$ cat config.mk
export PLATFORM = sky130hd
export DESIGN_NAME = standardized_vector_distance
export DESIGN_NICKNAME = d
export VERILOG_FILES = /design/src/hw/rtl/svd_pkg.sv /design/src/hw/rtl/svd_front.sv /design/src/hw/rtl/svd_back.sv /design/src/hw/rtl/standardized_vector_distance.sv
export SDC_FILE = /design/constraint.sdc
export NUM_CORES = 2
export LEC_CHECK = 0
export CORE_ASPECT_RATIO = 1.5
export CORE_UTILIZATION = 40
export CTS_CLUSTER_DIAMETER = 60
export DETAILED_ROUTE_END_ITERATION = 8
export DONT_BUFFER_PORTS = 1
export PLACE_DENSITY = 0.64
export SLEW_MARGIN = 20
export SYNTH_ARGS = -nofsm -noshare
export SYNTH_HDL_FRONTEND = slang
export SYNTH_SLANG_ARGS = --single-unit
$ cat constraint.sdc
create_clock -name clock -period 28.2 [get_ports clock]
set_input_delay 2.82 -clock clock [delete_from_list [all_inputs] [get_ports clock]]
set_output_delay 2.82 -clock clock [all_outputs]
set_load 0.03 [all_outputs]
$ cat src/hw/rtl/svd_pkg.sv
`default_nettype none
// ----------------------------------------------------------------------------
// Standardized vector distance package
// Shared widths, codes and the word types passed between front and back.
// ----------------------------------------------------------------------------
package svd_pkg;

   localparam int DataWidth  = 32;
   localparam int FracBits   = 16;
   localparam int MaxLength  = 1024;
   localparam int CountWidth = 11;
   localparam int AccWidth   = 64;
   localparam int CsrWidth   = 2;
   localparam int CsrIdxWidth = 1;
   localparam int DivWidth   = DataWidth + 1 + FracBits;
   localparam int QueueDepth = 2;

   typedef enum logic [1:0] {
      MODE_RMS  = 2'd0,
      MODE_MEAN = 2'd1,
      MODE_MAX  = 2'd2,
      MODE_MAXB = 2'd3
   } mode_type;

   localparam logic [CsrIdxWidth-1:0] CSR_METRIC_MODE = 1'b0;
   localparam logic [CsrIdxWidth-1:0] CSR_INVERT_MEAN = 1'b1;

   typedef struct packed {
      logic [DataWidth:0]   magnitude;
      logic [DataWidth-1:0] divisor;
      logic                 zero_dev;
      logic                 counted;
      logic                 last;
      mode_type             mode;
   } work_type;

endpackage : svd_pkg
`default_nettype wire

$ cat src/hw/rtl/svd_front.sv
`default_nettype none
// ----------------------------------------------------------------------------
// Standardized vector distance front end
// Accepts words, forms |m - x|, classifies the element and queues the work.
// ----------------------------------------------------------------------------
module svd_front (
   input  wire logic                                clock,
   input  wire logic                                reset,
   input  wire logic                                req_valid,
   output logic                                     req_ready,
   input  wire logic signed [svd_pkg::DataWidth-1:0] req_mean_value,
   input  wire logic signed [svd_pkg::DataWidth-1:0] req_stdev_value,
   input  wire logic signed [svd_pkg::DataWidth-1:0] req_sample_value,
   input  wire logic                                req_element_valid,
   input  wire logic                                req_last_element,
   input  wire svd_pkg::mode_type                   mode,
   input  wire logic                                invert,
   output logic                                     work_valid,
   input  wire logic                                work_ready,
   output svd_pkg::work_type                        work_word
);

   localparam int DW = svd_pkg::DataWidth;
   localparam int CW = svd_pkg::CountWidth;

   svd_pkg::work_type queue_ff [svd_pkg::QueueDepth];
   logic              wr_ptr_ff, wr_ptr_in, rd_ptr_ff, rd_ptr_in;
   logic [1:0]        fill_ff, fill_in;
   logic [CW-1:0]     count_ff, count_in;
   logic signed [DW+1:0] m_ext, diff;
   logic              push, pop, counted;
   svd_pkg::work_type entry;

   assign req_ready  = (fill_ff != 2'd2);
   assign push       = req_valid && req_ready;
   assign work_valid = (fill_ff != 2'd0);
   assign pop        = work_valid && work_ready;
   assign work_word  = queue_ff[rd_ptr_ff];

   always_comb begin
      m_ext = {{2{req_mean_value[DW-1]}}, req_mean_value};
      if (invert) begin
         m_ext = -m_ext;
      end
      diff = m_ext - {{2{req_sample_value[DW-1]}}, req_sample_value};
      counted = req_element_valid && (count_ff < CW'(svd_pkg::MaxLength));
      entry.magnitude = diff[DW+1] ? (DW+1)'(0) - diff[DW:0] : diff[DW:0];
      entry.divisor   = req_stdev_value;
      entry.zero_dev  = req_stdev_value[DW-1] || (req_stdev_value == '0);
      entry.counted   = counted;
      entry.last      = req_last_element;
      entry.mode      = mode;
      count_in  = count_ff;
      if (push) begin
         if (req_last_element) begin
            count_in = '0;
         end else if (counted) begin
            count_in = count_ff + CW'(1);
         end
      end
      wr_ptr_in = wr_ptr_ff ^ push;
      rd_ptr_in = rd_ptr_ff ^ pop;
      fill_in   = fill_ff + {1'b0, push} - {1'b0, pop};
   end

   always_ff @(posedge clock) begin
      if (push) begin
         queue_ff[wr_ptr_ff] <= entry;
      end
      if (reset) begin
         wr_ptr_ff <= 1'b0;
         rd_ptr_ff <= 1'b0;
         fill_ff   <= '0;
         count_ff  <= '0;
      end else begin
         wr_ptr_ff <= wr_ptr_in;
         rd_ptr_ff <= rd_ptr_in;
         fill_ff   <= fill_in;
         count_ff  <= count_in;
      end
   end

endmodule : svd_front
`default_nettype wire

$ cat src/hw/rtl/svd_back.sv
`default_nettype none
// ----------------------------------------------------------------------------
// Standardized vector distance back end
// Divides one bit a cycle, accumulates, and on the last word finishes with a
// division by the count (RMS and mean) and a bit-pair square root (RMS only).
// ----------------------------------------------------------------------------
module svd_back (
   input  wire logic                         clock,
   input  wire logic                         reset,
   input  wire logic                         work_valid,
   output logic                              work_ready,
   input  wire svd_pkg::work_type            work_word,
   output logic                              rsp_valid,
   input  wire logic                         rsp_ready,
   output logic [svd_pkg::DataWidth-1:0]     rsp_distance,
   output logic [svd_pkg::CountWidth-1:0]    rsp_used_count
);

   localparam int DW = svd_pkg::DataWidth;
   localparam int AW = svd_pkg::AccWidth;
   localparam int CW = svd_pkg::CountWidth;
   localparam int QW = svd_pkg::DivWidth;

   typedef enum logic [2:0] {
      ST_IDLE, ST_DIV, ST_ACC, ST_FDIV, ST_SQRT, ST_SQ, ST_OUT
   } state_type;

   state_type         state_ff;
   svd_pkg::work_type word_ff;
   logic [QW-1:0]     quot_ff;
   logic [AW:0]       rem_ff;
   logic [6:0]        step_ff;
   logic [AW-1:0]     acc_ff, val_ff, root_ff;
   logic [CW-1:0]     count_ff;
   logic [2*DW-1:0]   sq_ff;
   logic [DW-1:0]     ad;
   logic [AW:0]       trial;
   logic [AW+1:0]     sum;
   logic [AW-1:0]     acc_new, bit_v, sel, res;
   logic [CW-1:0]     count_new;

   assign work_ready = (state_ff == ST_IDLE);

   always_comb begin
      ad = (quot_ff[QW-1:DW] != '0) ? '1 : quot_ff[DW-1:0];
      if (word_ff.zero_dev) begin
         ad = '0;
      end
      trial    = {rem_ff[AW-1:0], 1'b0};
      acc_new   = acc_ff;
      count_new = count_ff;
      if (word_ff.counted) begin
         count_new = count_ff + CW'(1);
         case (word_ff.mode)
            svd_pkg::MODE_RMS: begin
               sum = {2'b0, acc_ff} + {2'b0, sq_ff};
               acc_new = sum[AW] ? '1 : sum[AW-1:0];
            end
            svd_pkg::MODE_MEAN: begin
               sum = {2'b0, acc_ff} + (AW+2)'(ad);
               acc_new = sum[AW] ? '1 : sum[AW-1:0];
            end
            default: begin
               sum = '0;
               if (AW'(ad) > acc_ff) begin
                  acc_new = AW'(ad);
               end
            end
         endcase
      end else begin
         sum = '0;
      end
      bit_v = AW'(1) << {step_ff[5:0], 1'b0};
      sel   = (word_ff.mode == svd_pkg::MODE_MEAN && rsp_used_count != '0) ? val_ff
                                                                         : root_ff;
      res   = (sel > AW'({DW{1'b1}})) ? AW'({DW{1'b1}}) : sel;
   end

   always_ff @(posedge clock) begin
      if (reset) begin
         state_ff  <= ST_IDLE;
         rsp_valid <= 1'b0;
         acc_ff    <= '0;
         count_ff  <= '0;
      end else begin
         case (state_ff)
            ST_IDLE: begin
               if (work_valid) begin
                  word_ff  <= work_word;
                  quot_ff  <= QW'(work_word.magnitude) << svd_pkg::FracBits;
                  rem_ff   <= '0;
                  step_ff  <= 7'(QW);
                  state_ff <= ST_DIV;
               end
            end
            ST_DIV: begin
               if ({trial[AW:1], quot_ff[QW-1]} >= (AW+1)'(word_ff.divisor)) begin
                  rem_ff  <= {trial[AW:1], quot_ff[QW-1]} - (AW+1)'(word_ff.divisor);
                  quot_ff <= {quot_ff[QW-2:0], 1'b1};
               end else begin
                  rem_ff  <= {trial[AW:1], quot_ff[QW-1]};
                  quot_ff <= {quot_ff[QW-2:0], 1'b0};
               end
               step_ff <= step_ff - 7'd1;
               if (step_ff == 7'd1 || word_ff.zero_dev) begin
                  state_ff <= ST_SQ;
               end
            end
            ST_SQ: begin
               sq_ff    <= ad * ad;
               state_ff <= ST_ACC;
            end
            ST_ACC: begin
               if (word_ff.last) begin
                  acc_ff   <= '0;
                  count_ff <= '0;
                  rsp_used_count <= count_new;
                  val_ff  <= acc_new;
                  rem_ff  <= '0;
                  step_ff <= 7'(AW);
                  if (count_new == '0) begin
                     root_ff  <= '0;
                     state_ff <= ST_OUT;
                  end else if (word_ff.mode == svd_pkg::MODE_RMS ||
                               word_ff.mode == svd_pkg::MODE_MEAN) begin
                     root_ff  <= '0;
                     state_ff <= ST_FDIV;
                  end else begin
                     root_ff  <= acc_new;
                     state_ff <= ST_OUT;
                  end
               end else begin
                  acc_ff   <= acc_new;
                  count_ff <= count_new;
                  state_ff <= ST_IDLE;
               end
            end
            ST_FDIV: begin
               if ({rem_ff[AW-1:0], val_ff[AW-1]} >= (AW+1)'(rsp_used_count)) begin
                  rem_ff <= {rem_ff[AW-1:0], val_ff[AW-1]} - (AW+1)'(rsp_used_count);
                  val_ff <= {val_ff[AW-2:0], 1'b1};
               end else begin
                  rem_ff <= {rem_ff[AW-1:0], val_ff[AW-1]};
                  val_ff <= {val_ff[AW-2:0], 1'b0};
               end
               if (step_ff == 7'd1) begin
                  step_ff <= 7'(AW/2 - 1);
                  if (word_ff.mode == svd_pkg::MODE_RMS) begin
                     state_ff <= ST_SQRT;
                  end else begin
                     state_ff <= ST_OUT;
                  end
               end else begin
                  step_ff <= step_ff - 7'd1;
               end
            end
            ST_SQRT: begin
               if (val_ff >= (root_ff | bit_v)) begin
                  val_ff  <= val_ff - (root_ff | bit_v);
                  root_ff <= (root_ff >> 1) | bit_v;
               end else begin
                  root_ff <= root_ff >> 1;
               end
               step_ff <= step_ff - 7'd1;
               if (step_ff == 7'd0) begin
                  state_ff <= ST_OUT;
               end
            end
            ST_OUT: begin
               if (!rsp_valid) begin
                  rsp_valid    <= 1'b1;
                  rsp_distance <= res[DW-1:0];
               end else if (rsp_ready) begin
                  rsp_valid <= 1'b0;
                  state_ff  <= ST_IDLE;
               end
            end
            default: begin
               state_ff <= ST_IDLE;
            end
         endcase
      end
   end

endmodule : svd_back
`default_nettype wire

$ cat src/hw/rtl/standardized_vector_distance.sv
`default_nettype none
// ----------------------------------------------------------------------------
// Standardized vector distance
// RMS, mean absolute or maximum of standardized element deviations.
// ----------------------------------------------------------------------------
// channel | dir | handshake           | payload
// req     | in  | req_valid/req_ready | mean, stdev, sample, valid, last
// rsp     | out | rsp_valid/rsp_ready | distance, used_count
// csr     | in  | csr_write           | csr_index, csr_data
// Each word is loaded, run through the bit-serial divider (cut short when the
// deviation is not positive), squared and accumulated. The last adds the
// division by the count (RMS and mean), the root (RMS only) and the
// presentation and hand-over of the result.
// A two-entry queue lets the front take words while the back is busy.
// Reset is synchronous; the result holds until rsp_ready.
// ----------------------------------------------------------------------------
module standardized_vector_distance (
   input  wire logic                                clock,
   input  wire logic                                reset,
   input  wire logic                                req_valid,
   output logic                                     req_ready,
   input  wire logic signed [svd_pkg::DataWidth-1:0] req_mean_value,
   input  wire logic signed [svd_pkg::DataWidth-1:0] req_stdev_value,
   input  wire logic signed [svd_pkg::DataWidth-1:0] req_sample_value,
   input  wire logic                                req_element_valid,
   input  wire logic                                req_last_element,
   output logic                                     rsp_valid,
   input  wire logic                                rsp_ready,
   output logic [svd_pkg::DataWidth-1:0]            rsp_distance,
   output logic [svd_pkg::CountWidth-1:0]           rsp_used_count,
   input  wire logic                                csr_write,
   input  wire logic [svd_pkg::CsrIdxWidth-1:0]     csr_index,
   input  wire logic [svd_pkg::CsrWidth-1:0]        csr_data
);

   svd_pkg::mode_type mode_ff;
   logic              invert_ff;
   logic              work_valid, work_ready;
   svd_pkg::work_type work_word;

   always_ff @(posedge clock) begin
      if (reset) begin
         mode_ff   <= svd_pkg::MODE_RMS;
         invert_ff <= 1'b0;
      end else if (csr_write) begin
         case (csr_index)
            svd_pkg::CSR_METRIC_MODE: mode_ff   <= svd_pkg::mode_type'(csr_data);
            svd_pkg::CSR_INVERT_MEAN: invert_ff <= csr_data[0];
            default: ;
         endcase
      end
   end

   svd_front u_front (
      .clock, .reset, .req_valid, .req_ready, .req_mean_value, .req_stdev_value,
      .req_sample_value, .req_element_valid, .req_last_element,
      .mode(mode_ff), .invert(invert_ff),
      .work_valid, .work_ready, .work_word
   );

   svd_back u_back (
      .clock, .reset, .work_valid, .work_ready, .work_word,
      .rsp_valid, .rsp_ready, .rsp_distance, .rsp_used_count
   );

endmodule : standardized_vector_distance
`default_nettype wire

==> reports/metrics.cfg <==
[cells_and_area]
drive_above_1_share_pct = 5.48
fin_nets = 9452
stdcell_count = 10500
final_common_cell = inv_1
mostFrequentLayoutCells = inv_1, fa_1, nand2_1
area_growth_pct = 7.40
fin_area_mm2 = 0.0794

[drt]
final_antenna_net_count = 0
routedWlPerCell_um = 27.7
via_per_inst = 5.90
drc_errors = 0
drtPass1Iterations = 9
routed_wl_mm = 290
drt-initial-drc-count = 5229
vias = 61800

[floorplan]
ios = 151
std_cell_rows = 192
die_width_um = 353
initial_core_util_pct = 40.4
core_mm2 = 0.183
die_height_um = 528
dieArea_mm2 = 0.187

[placement]
place_inst = 10300
hpwlAfterDp_mm = 234
gp_congestion = 1.02
placed_area_mm2 = 0.0768
portBuffers = 0

[timing]
setup_viol = 0
fin_tns_setup_ps = 0
max_freq_ghz = 0.0758
hold_viol_final = 0
worst_pin_slew_ps = 1310
layout_min_cycle_time_ps = 13200
skew_ps = 56.4
drv_slew = 0
rsz0062_at_grt = false
period_share_pct = 46.8
slew-limit-headroom_pct = 12.0

[setup_path]
cp_max_fo = 59
rr_endpoint = u_back.sq_ff[63]
crit_path_start = u_back.quot_ff[48]
crit_required_ps = 28610
crit_top_cell = fa_1
end_kind = flop
r2r_start = u_back.quot_ff[48]
critPathLaunchType = flop
path_class = flop to flop
r2r_setup_slack_ps = 15000
r2r_cells = 32
slowest_delay_ps = 920
crit_arrival_ps = 13610
slowest_stage = nor2_1

[min_path]
whs_endpoint = u_front.count_ff[10]
hold_start = u_front.count_ff[10]
hold_depth = 2
hp-class = flop to flop

[clocking]
htree_levels = 3
cts_resized = 0
cts-buffers-inserted = 72
clock_latency_ps = 720
cts_sinks = 628
path_clk_slew_ps = 60
cts_tree = built
clock-root-buffer = clkbuf_16
post_cts_buffers = 0
holdBufCountCts = 0
clockBufferDepth = 3

[synth]
synth_cells = 8113
synth_edf_count = 531
synth.cell_area_mm2 = 0.0739
yosysSeqAreaShare_pct = 24.2
ys_async_sr_fraction_pct = 0
yosysUniqueCellTypes = 102
ys_ff_latch = 628
ys.flop_type = edfxtp_1
synthesis.nets = 9592
yosysWarnings = 0
syn_avg_cell_area_um2 = 9.11

[flow_run]
cap_viol_max_count = 0

[grt]
overflow = 0
grt_pass1_vias = 64000
antenna_found_initial = 8
grtUsageTotal_pct = 30.7
grt_pass1_wl_mm = 421
grt_max_degree = 83

[run_status]
status = finished clean

routing by layer:
metal  vias to the layer above  track usage, %  part of all wire, %
li1                      27400               -                    -
met1                     30700            31.9                   34
met2                      2619            54.2                   49
met3                       989            5.32                  6.4
met4                         4            25.3                   10
met5                         -               0                0.011
critical path: cells and delay by family (launching register included):
| family | cells | cell delay, ps |
|---|---|---|
| DFF | 1 | 420 |
| buffers and inverters | 4 | 1390 |
| and+or+nand+nor | 10 | 3570 |
| xor gates and xnor gates | 2 | 260 |
| adders and majority gates | 9 | 4110 |
| AOI/OAI and AO/OA | 7 | 3080 |
kinds of logic (layout without fill, tap and decap cells):
kind of cell,Yosys count,after routing,synth area share (%)
fa+ha+maj,1373,1373,31.4
other cells,0,10,0
xor+xnor,402,402,4.76
buf+inv,1609,1528,8.24
compound gates,1778,1778,15.9
mux,122,122,1.72
simple gates,2201,2201,13.9
flops,628,628,24.2
area by class of cell:
type / count / area, µm²
fill: 17800 / 104000
multi-input combinational: 5876 / 50100
sequential: 628 / 17900
inverter: 1262 / 4740
tap: 2425 / 3030
clock buffer: 92 / 1920
timing repair buffer: 133 / 1000
clock inverter: 41 / 627
antenna: 10 / 25.0
synth_stat cells (149+ instances only):
master    instances  area [µm²]
clkbuf_1        307        1150
o21ai_0         360        1800
a21o_1          161        1210
xnor2_1         253        2220
fa_1            799       16000
nand2_1         695        2610
a21oi_1         479        2400
nor2_1          681        2560
xor2_1          149        1310
edfxtp_1        531       15900
ha_1            574        7180
inv_1          1254        4710
registers in the layout, summed over array words and instances (netlist names), 11 cells and up:
name	flops
u_back.acc_ff	64
u_back.count_ff	11
u_back.quot_ff	49
u_back.rem_ff	64
u_back.root_ff	64
u_back.rsp_distance	32
u_back.rsp_used_count	11
u_back.sq_ff	63
u_back.val_ff	64
u_back.word_ff	37
u_front.count_ff	11
u_front.queue_ff	140
metrics by stage:
| stage | hold slack [ps] | utilization, % | setup slack, ps |
|---|---|---|---|
| 3_3_place_gp | 462 | 41.9 | 15110 |
| 5_1_grt | 506 | 43.4 | 14540 |
| 2_1_floorplan | 425 | - | 18660 |
| 6_report | 487 | 43.4 | 15000 |
| 4_1_cts | 490 | 43.3 | 14970 |
| 3_5_place_dp | 475 | 41.9 | 15100 |
how the worst max path moves through the flow:
stage,endpoint,slack (ps),depth (start not counted)
6_report,u_back.sq_ff[63],15000,32
3_3_place_gp,u_back.sq_ff[63],15110,32
5_1_grt,u_back.sq_ff[61],14540,32
3_5_place_dp,u_back.sq_ff[63],15100,34
2_1_floorplan,u_back.sq_ff[63],18660,32
4_1_cts,u_back.sq_ff[63],14970,32
Power is not shown: default switching activity piles up to over one toggle a cycle in this logic, so the estimate is an artifact.
